[config.mk]
export PLATFORM = sky130hd
export DESIGN_NAME = pwm_duty_meter_rotor
export DESIGN_NICKNAME = d
export VERILOG_FILES = /design/src/rtl/pdmr_pkg.sv /design/src/rtl/pwm_duty_meter_rotor.sv
export SDC_FILE = /design/constraint.sdc
export NUM_CORES = 1
export LEC_CHECK = 0
export BUFFER_PORTS_ARGS = -buffer_cell sky130_fd_sc_hd__buf_2
export CORE_MARGIN = 2
export CORE_UTILIZATION = 35
export CTS_BUF_LIST = sky130_fd_sc_hd__clkbuf_2
export DETAILED_ROUTE_END_ITERATION = 7
export PLACE_DENSITY = 0.57
export SYNTH_ARGS = -nofsm -noshare
export SYNTH_HDL_FRONTEND = slang
export SYNTH_SLANG_ARGS = --single-unit
[constraint.sdc]
create_clock -name clk -period 6.6 [get_ports clk]
set_clock_uncertainty 0.2 [all_clocks]
set_input_delay 1.32 -clock clk [delete_from_list [all_inputs] [get_ports clk]]
set_output_delay 1.32 -clock clk [all_outputs]
set_load 0.01 [all_outputs]
[src/rtl/pdmr_pkg.sv]
// ----------------------------------------------------------------------------
// pdmr_pkg
// shared types and constants of the pwm duty meter with rotor indicator
// ----------------------------------------------------------------------------
package pdmr_pkg;

	localparam int ROTOR_POSITIONS_DEF = 12;
	localparam int DUTY_SCALE          = 100;
	localparam int ADVANCE_AT_FULL     = 5;
	localparam int QUO_W               = 7;
	localparam int SUM_W               = 32;
	localparam int NUM_W               = SUM_W + QUO_W;

	typedef enum logic {
		ACT_LEVEL = 1'b0,
		ACT_FRAME = 1'b1
	} pdmr_action_t;

	typedef struct packed {
		logic        action;
		logic [63:0] timestamp_ns;
		logic        pin_level;
	} pdmr_in_t;

	typedef struct packed {
		logic [6:0] duty_percent;
		logic [3:0] rotor_position;
		logic       spinning;
	} pdmr_out_t;

endpackage

[src/rtl/pwm_duty_meter_rotor.sv]
// level change: no transaction on the result side
// frame tick: result valid after prepare, 7 divide steps and load (load waits while the output stalls)
// a new frame tick is taken only once the last one is through the serial restoring divide step
// the input side stalls while a frame tick is in the divider or its result waits
// reset (arst_n low) clears sums, timestamp and rotor, sets the line level high
// ----------------------------------------------------------------------------
// pwm_duty_meter_rotor
// duty cycle meter over frame windows with a serial divider and rotor counter
// ----------------------------------------------------------------------------
module pwm_duty_meter_rotor #(
	parameter int ROTOR_POSITIONS = pdmr_pkg::ROTOR_POSITIONS_DEF
) (
	input  logic                clk,
	input  logic                arst_n,
	input  logic                item_valid,
	output logic                item_stall,
	input  pdmr_pkg::pdmr_in_t  item,
	output logic                result_valid,
	input  logic                result_stall,
	output pdmr_pkg::pdmr_out_t result
);
	import pdmr_pkg::*;

	localparam int WRAP_W     = 5;
	localparam int WRAP_STEPS = (ADVANCE_AT_FULL + ROTOR_POSITIONS - 1) / ROTOR_POSITIONS;
	localparam logic [WRAP_W-1:0] POS = WRAP_W'(ROTOR_POSITIONS);
	localparam int CNT_W      = $clog2(QUO_W);

	typedef enum logic [3:0] {
		ST_IDLE = 4'b0001,
		ST_PREP = 4'b0010,
		ST_DIV  = 4'b0100,
		ST_DONE = 4'b1000
	} state_t;

	state_t             state_q;
	logic [63:0]        last_q;
	logic [SUM_W-1:0]   low_q;
	logic [SUM_W-1:0]   high_q;
	logic               level_q;
	logic [3:0]         rotor_q;
	logic [NUM_W-1:0]   rem_q;
	logic [NUM_W-1:0]   div_q;
	logic [QUO_W-1:0]   quo_q;
	logic [CNT_W-1:0]   cnt_q;
	logic               zero_q;

	logic               item_acc;
	logic [SUM_W-1:0]   delta;
	logic [SUM_W:0]     acc_sum;
	logic [SUM_W-1:0]   acc_sat;
	logic [SUM_W:0]     total;
	logic               ge;
	logic [QUO_W-1:0]   duty;
	logic               out_free;

	function automatic logic [2:0] advance(input logic [QUO_W-1:0] d);
		logic [2:0] a;
		if (d >= 7'd100)     a = 3'd5;
		else if (d >= 7'd80) a = 3'd4;
		else if (d >= 7'd60) a = 3'd3;
		else if (d >= 7'd40) a = 3'd2;
		else if (d >= 7'd20) a = 3'd1;
		else                 a = 3'd0;
		return a;
	endfunction

	function automatic logic [3:0] wrap(input logic [WRAP_W-1:0] s);
		logic [WRAP_W-1:0] v;
		v = s;
		for (int i = 0; i < WRAP_STEPS; i++) begin
			if (v >= POS) v = v - POS;
		end
		return v[3:0];
	endfunction

	assign item_stall = (state_q != ST_IDLE);
	assign item_acc   = item_valid && !item_stall;
	assign delta      = item.timestamp_ns[SUM_W-1:0] - last_q[SUM_W-1:0];
	assign acc_sum    = {1'b0, (level_q ? high_q : low_q)} + {1'b0, delta};
	assign acc_sat    = acc_sum[SUM_W] ? {SUM_W{1'b1}} : acc_sum[SUM_W-1:0];
	assign total      = {1'b0, low_q} + {1'b0, high_q};
	assign ge         = (rem_q >= div_q);
	assign duty       = zero_q ? '0 : quo_q;
	assign out_free   = !result_valid || !result_stall;

	always_ff @(posedge clk or negedge arst_n) begin
		if (!arst_n) begin
			state_q      <= ST_IDLE;
			last_q       <= '0;
			low_q        <= '0;
			high_q       <= '0;
			level_q      <= 1'b1;
			rotor_q      <= '0;
			cnt_q        <= '0;
			result_valid <= 1'b0;
		end else begin
			if (result_valid && !result_stall && state_q != ST_DONE) result_valid <= 1'b0;
			unique case (state_q)
				ST_IDLE: begin
					if (item_acc) begin
						last_q <= item.timestamp_ns;
						if (level_q) high_q <= acc_sat;
						else         low_q  <= acc_sat;
						if (item.action == ACT_FRAME) state_q <= ST_PREP;
						else                          level_q <= item.pin_level;
					end
				end
				ST_PREP: begin
					low_q   <= '0;
					high_q  <= '0;
					cnt_q   <= CNT_W'(QUO_W - 1);
					state_q <= ST_DIV;
				end
				ST_DIV: begin
					cnt_q <= cnt_q - 1'b1;
					if (cnt_q == '0) state_q <= ST_DONE;
				end
				ST_DONE: begin
					if (out_free) begin
						rotor_q      <= wrap(WRAP_W'(rotor_q) + WRAP_W'(advance(duty)));
						result_valid <= 1'b1;
						state_q      <= ST_IDLE;
					end
				end
				default: state_q <= ST_IDLE;
			endcase
		end
	end

	always_ff @(posedge clk) begin
		if (state_q == ST_PREP) begin
			rem_q  <= NUM_W'(low_q) * 7'(DUTY_SCALE);
			div_q  <= {total, {(QUO_W-1){1'b0}}};
			zero_q <= (total == '0);
			quo_q  <= '0;
		end else if (state_q == ST_DIV) begin
			if (ge) rem_q <= rem_q - div_q;
			div_q <= div_q >> 1;
			quo_q <= {quo_q[QUO_W-2:0], ge};
		end
		if (state_q == ST_DONE && out_free) begin
			result.duty_percent   <= duty;
			result.rotor_position <= wrap(WRAP_W'(rotor_q) + WRAP_W'(advance(duty)));
			result.spinning       <= (duty != '0);
		end
	end

	a_duty_range: assert property (@(posedge clk) disable iff (!arst_n)
		result_valid |-> result.duty_percent <= 7'(DUTY_SCALE))
		else $error("duty out of range");

	a_rotor_range: assert property (@(posedge clk) disable iff (!arst_n)
		result_valid |-> 5'(result.rotor_position) < POS)
		else $error("rotor position out of range");

	a_spin: assert property (@(posedge clk) disable iff (!arst_n)
		result_valid |-> result.spinning == (result.duty_percent != '0))
		else $error("spinning flag mismatch");

	a_level_silent: assert property (@(posedge clk) disable iff (!arst_n)
		(item_acc && item.action == ACT_LEVEL && !result_valid) |=> !result_valid)
		else $error("level change produced a transaction");

	a_clear: assert property (@(posedge clk) disable iff (!arst_n)
		(state_q == ST_PREP) |=> (low_q == '0 && high_q == '0))
		else $error("sums not cleared after frame tick");

endmodule
Word level (Yosys, flattened, before mapping)
Index checks and enable logic that the tools add are counted.
- magnitude comparators: 8
- equal/unequal tests: 12
- muxes and demuxes: 33
- $add $sub $neg: 9
- shifts and indexed selects: 0
- multiply operators: 1
- bitwise logic cells: 1
- reductions and logical operators: 22
- div/mod/pow operators: 0
- operators by type and width (cell ; count):
    two-way mux 39 bit ; 5
    two-way mux 32 bit ; 6
    case mux 32 bit (2 select lines) ; 2
    adder 32 x 32 -> 33 bit ; 2
    >= comparator 39 bit ; 1
    subtractor 39 bit ; 1
    multiplier 32 x 5 -> 37 bit, second input constant ; 1
    zero test 33 bit ; 1
    subtractor 32 bit ; 1
    two-way mux 4 bit ; 6
    case mux 4 bit (4 select lines) ; 1
    two-way mux 3 bit ; 5
    >= comparator 7 x 6 -> 1 bit, second input constant ; 2
    >= comparator 7 bit, second input constant ; 2
    != test 2 bit, second input constant ; 6
    adder 4 x 3 -> 5 bit ; 2
    >= comparator 5 x 4 -> 1 bit, second input constant ; 2
    AND reduction 3 bit ; 3
    AND reduction 2 bit ; 4
    subtractor 4 bit, second input constant ; 2
    >= comparator 7 x 5 -> 1 bit, second input constant ; 1
    two-way mux 7 bit ; 1
    nonzero test 7 bit ; 1
    case mux 3 bit (2 select lines) ; 1
    other kinds (16) ; 27
- flip-flop bits (word level): 207
- latch bits: 0
- memory bits (read-only): 0
- memories kept: 0
- bits of input ports: 70
- bits in writable memories: 0
- output and inout bits: 14

Longest topological paths before layout
- depth after elaboration: 12
- gate-level depth with buffers: 25

Worst setup path after synthesis
Ideal clock, no wire load.
- path type: input -> register
- start point: in item[1] (netlist name)
- end point: reg high_q[31]
- required time: 6.275 ns
- buffers on the path: 1
- cell stages on the path: 24
- arrival time: 6.019 ns
- library setup time: 0.125 ns
- path slack: 0.256 ns
- path through: inv_1 ha_1 fa_1 nor2b_1 o211ai_1 a31o_2 o21bai_1 o2111ai_1 a311oi_1 a21o_1 a21oi_1 xnor2_1 ha_1 clkbuf_1 a21o_1 a21oi_1 o21ai_0 a21o_1 a21o_1 a211oi_1 or4b_2 nand4_1 a21oi_1 mux2_2
- cells in the longest elaborated chain, start to end: 6
- RTL lines (what ; RTL line ; source):
    start, declared ; pwm_duty_meter_rotor.sv:17 ; input pdmr_pkg::pdmr_in_t item,
    subtractor 32 bit ; pwm_duty_meter_rotor.sv:79 ; assign delta = item.timestamp_ns[SUM_W-1:0] - last_q[SUM_W-1:0];
    adder 32 x 32 -> 33 bit ; pwm_duty_meter_rotor.sv:80 ; assign acc_sum = {1'b0, (level_q ? high_q : low_q)} + {1'b0, delta};
    two-way mux 32 bit ; pwm_duty_meter_rotor.sv:81 ; assign acc_sat = acc_sum[SUM_W] ? {SUM_W{1'b1}} : acc_sum[SUM_W-1:0];
    two-way mux 32 bit ; pwm_duty_meter_rotor.sv:103 ; if (level_q) high_q <= acc_sat;
    two-way mux 32 bit ; pwm_duty_meter_rotor.sv:101 ; if (item_acc) begin
    case mux 32 bit (2 select lines) ; pwm_duty_meter_rotor.sv:99 ; unique case (state_q)
    end signal, assigned ; pwm_duty_meter_rotor.sv:103 ;
    end, declared ; pwm_duty_meter_rotor.sv:39 ; logic [SUM_W-1:0] high_q;
Every way passes these cells. The select of a mux whose other input is x is not followed.
A chain may end at the register's enable or synchronous reset.

Final worst setup path
- start point: in item[1] (netlist name)
- end point: reg low_q[31]
- cells in the longest elaborated chain, start to end: 6
- RTL lines (what ; RTL line ; source):
    subtractor 32 bit ; pwm_duty_meter_rotor.sv:79 ;
    adder 32 x 32 -> 33 bit ; pwm_duty_meter_rotor.sv:80 ;
    two-way mux 32 bit ; pwm_duty_meter_rotor.sv:81 ;
    two-way mux 32 bit ; pwm_duty_meter_rotor.sv:103 ;
    two-way mux 32 bit ; pwm_duty_meter_rotor.sv:101 ;
    case mux 32 bit (2 select lines) ; pwm_duty_meter_rotor.sv:99 ;
    end signal, assigned ; pwm_duty_meter_rotor.sv:104 ; else low_q <= acc_sat;
    end, declared ; pwm_duty_meter_rotor.sv:38 ; logic [SUM_W-1:0] low_q;
Every way passes these cells. The select of a mux whose other input is x is not followed.

==> reports/qor.txt <==
Hold Slack: 259 ps
num rows: 85
worst-skew pair later-pin latency: 1020 ps
initial antenna violation count: 2
Worst path most repeated cell: a21o_1
clk root buf: clkbuf_2
ys flop type: dfrtp_1
GRT overflow: 0
post-synth cell types: 87
critical setup path kind: in -> reg
share of cells above drive strength 1: 11.2%
DR WL/cell: 15.9 um
# fillers: 5513
Synth area leader: ha_1
Cells after Synth: 2209
nets@finish: 2644
Post-synth EDFFs: 83
IO Count: 84
Slew Limit Fails: 0
top post-synthesis cells by area: ha_1 (16%), dfrtp_1 (14%), edfxtp_1 (13%), o21ai_0 (5.3%), inv_1 (5.2%)
status: finished, final reports clean
Mapped Area: 19000 um^2
final instance area: 20700 um^2
initial core utilization: 35.4%
first-pass GRT wire length: 80400 um
CTS max path bufs: 3
Die X: 237 um
worst hold path class: reg -> reg
Post-synth top cells: inv_1 (261), ha_1 (240), nand2_1 (208)
vias: 15900
required time worst endpoint: 7250 ps
Post-DP HPWL: 37900 um
vias in the first global route: 16100
Area Growth Syn to Fin: 9.28%
PnR worst setup slack: 853 ps
Async S/R FF share, synth: 52.7%
CP max stage cell: or4b_2
CTS Buf Count: 59
register bit total from synthesis: 207
Initial DRT Pass Iterations: 5
final WL: 48400 um
post_cts resized: 0
Peak Freq: 174 MHz
TritonCTS clock tree: yes
top-count cell post-synth: inv_1
Max-slew headroom: 25.7%
Die Height: 237 um
GRT Overall Usage: 17.5%
Tcrit/Tclk final: 87.1%
clk slew on worst S/H paths: 80 ps
DR vias/cell: 5.22
final hold viol count: 0
CTS H-tree lvls: 2
pre-CTS setup slack: -165 ps
Slew @ Worst Pin: 1110 ps
register area: 5520 um^2
largest net degree at the start of global routing: 65
Yosys warnings: 0
Worst Path Buf+Inv: 3
DRT iter0 DRCs: 720
Die ar.: 56100 um^2
syn_area_per_cell: 8.59 um^2
Max FO, Critical Path: 3
register area share after synthesis: 29.1%
share of the synthesized area in the top cell type: 15.8%
PortBufs: 51
DRC Markers: 0
Final Wtd Congestion: 0.910
CP arrival: 6390 ps
final-report setup violation count: 0
Max Cap Viol: 0
crit path capture type: flip-flop
ANT nets after route: 0
Core Box Area: 53700 um^2
minimum clock period after layout: 5750 ps
Startpoint Class: input port
clk sinks: 207
Multi-input gate area: 12200 um^2
Top delay family on crit path: compound AO/OA/AOI/OAI gates
Net Count, Synth: 2551
RSZ-0062 raised after global routing: false
Placed Area: 20200 um^2
CP max stage delay: 610 ps
## tightest hold or removal path, cell delays in order (launching register included)
cell,delay (ps)
dfxtp_1,330
nand2_1,50
nand2_1,40
## sequential cells by signal (all words and copies together), names as in the netlist, 3 cells and up
signal   count
quo_q        7
cnt_q        3
high_q      32
rotor_q      4
state_q      4
div_q       39
rem_q       39
low_q       32
result      12
last_q      32
## metrics by stage
stage	util [%]	setup TNS [ps]	instances
finish	38.6	0	3046
global route	38.6	0	3045
CTS	38.6	0	3043
detailed placement	37.6	-574	2936
global placement	37.6	-554	2936
floorplan	-	0	2209
## cells in the final DEF, fill, tap and decap left out, drive strengths merged, types with 17 or more instances in the layout
master	netlist	routed
a21o	86	86
a21oi	154	154
a22o	17	17
and3	19	19
buf	6	96
clkbuf	59	87
clkinv	1	19
dfrtp	107	107
edfxtp	83	83
fa	32	32
ha	240	240
inv	261	261
mux2	40	40
nand2	209	209
nand2b	18	18
nand3	29	29
nand4	17	17
nor2	128	128
nor2b	25	25
nor3	31	31
o21a	24	24
o21ai	211	211
o21bai	23	23
o22ai	41	41
xnor2	93	93
xor2	48	48
## final timing paths
kind	from	cells after the start	slack, ps	endpoint
worst min-delay path	quo_q[0]	2	260	quo_q[0]
min in group asynchronous	arst_n	2	680	rotor_q[0]
worst max register to register	last_q[0]	23	890	low_q[31]
worst min register to register	quo_q[0]	2	260	quo_q[0]
max in group asynchronous	arst_n	3	4180	low_q[24]
worst max-delay path	item[1]	25	850	low_q[31]
## per-layer routing
layer / share of wire (%) / track usage, % / wire length (um) / vias up
met5: 0 / 0 / 0 / -
met4: 3.6 / 6.64 / 1770 / 0
met3: 3.3 / 2.45 / 1580 / 92
met2: 46 / 29.5 / 22500 / 294
met1: 47 / 22.6 / 22600 / 7443
li1: - / - / - / 8076
## final cells by class
cell class	instances	share of cell area (%)
Multi-Input combinational cell	1675	59.0
Inverter	262	4.74
Antenna cell	3	0.0362
Sequential cell	207	26.6
Clock buffer	87	2.10
Clock inverter	19	0.410
Timing Repair Buffer	97	2.92
Tap cell	696	4.20
## cells by family (layout without fill, tap and decap cells)
group	Yosys count	count (layout)	synth area share (%)
buffers and inverters	327	465	6.62
AOI/OAI and AO/OA	673	673	22.4
DFF	207	207	29.1
other	0	3	0
adders and majority gates	272	272	19.2
muxes	48	48	2.79
xor gates and xnor gates	141	141	6.50
and+or+nand+nor	541	541	13.4
## what timing repair did
item,4_1_cts,5_1_grt
hold buffers,1,0
hold endpoints to repair,2,0
setup buffers,0,0
Power is not shown: default switching activity piles up to over one toggle a cycle in this logic, so the estimate is an artifact.
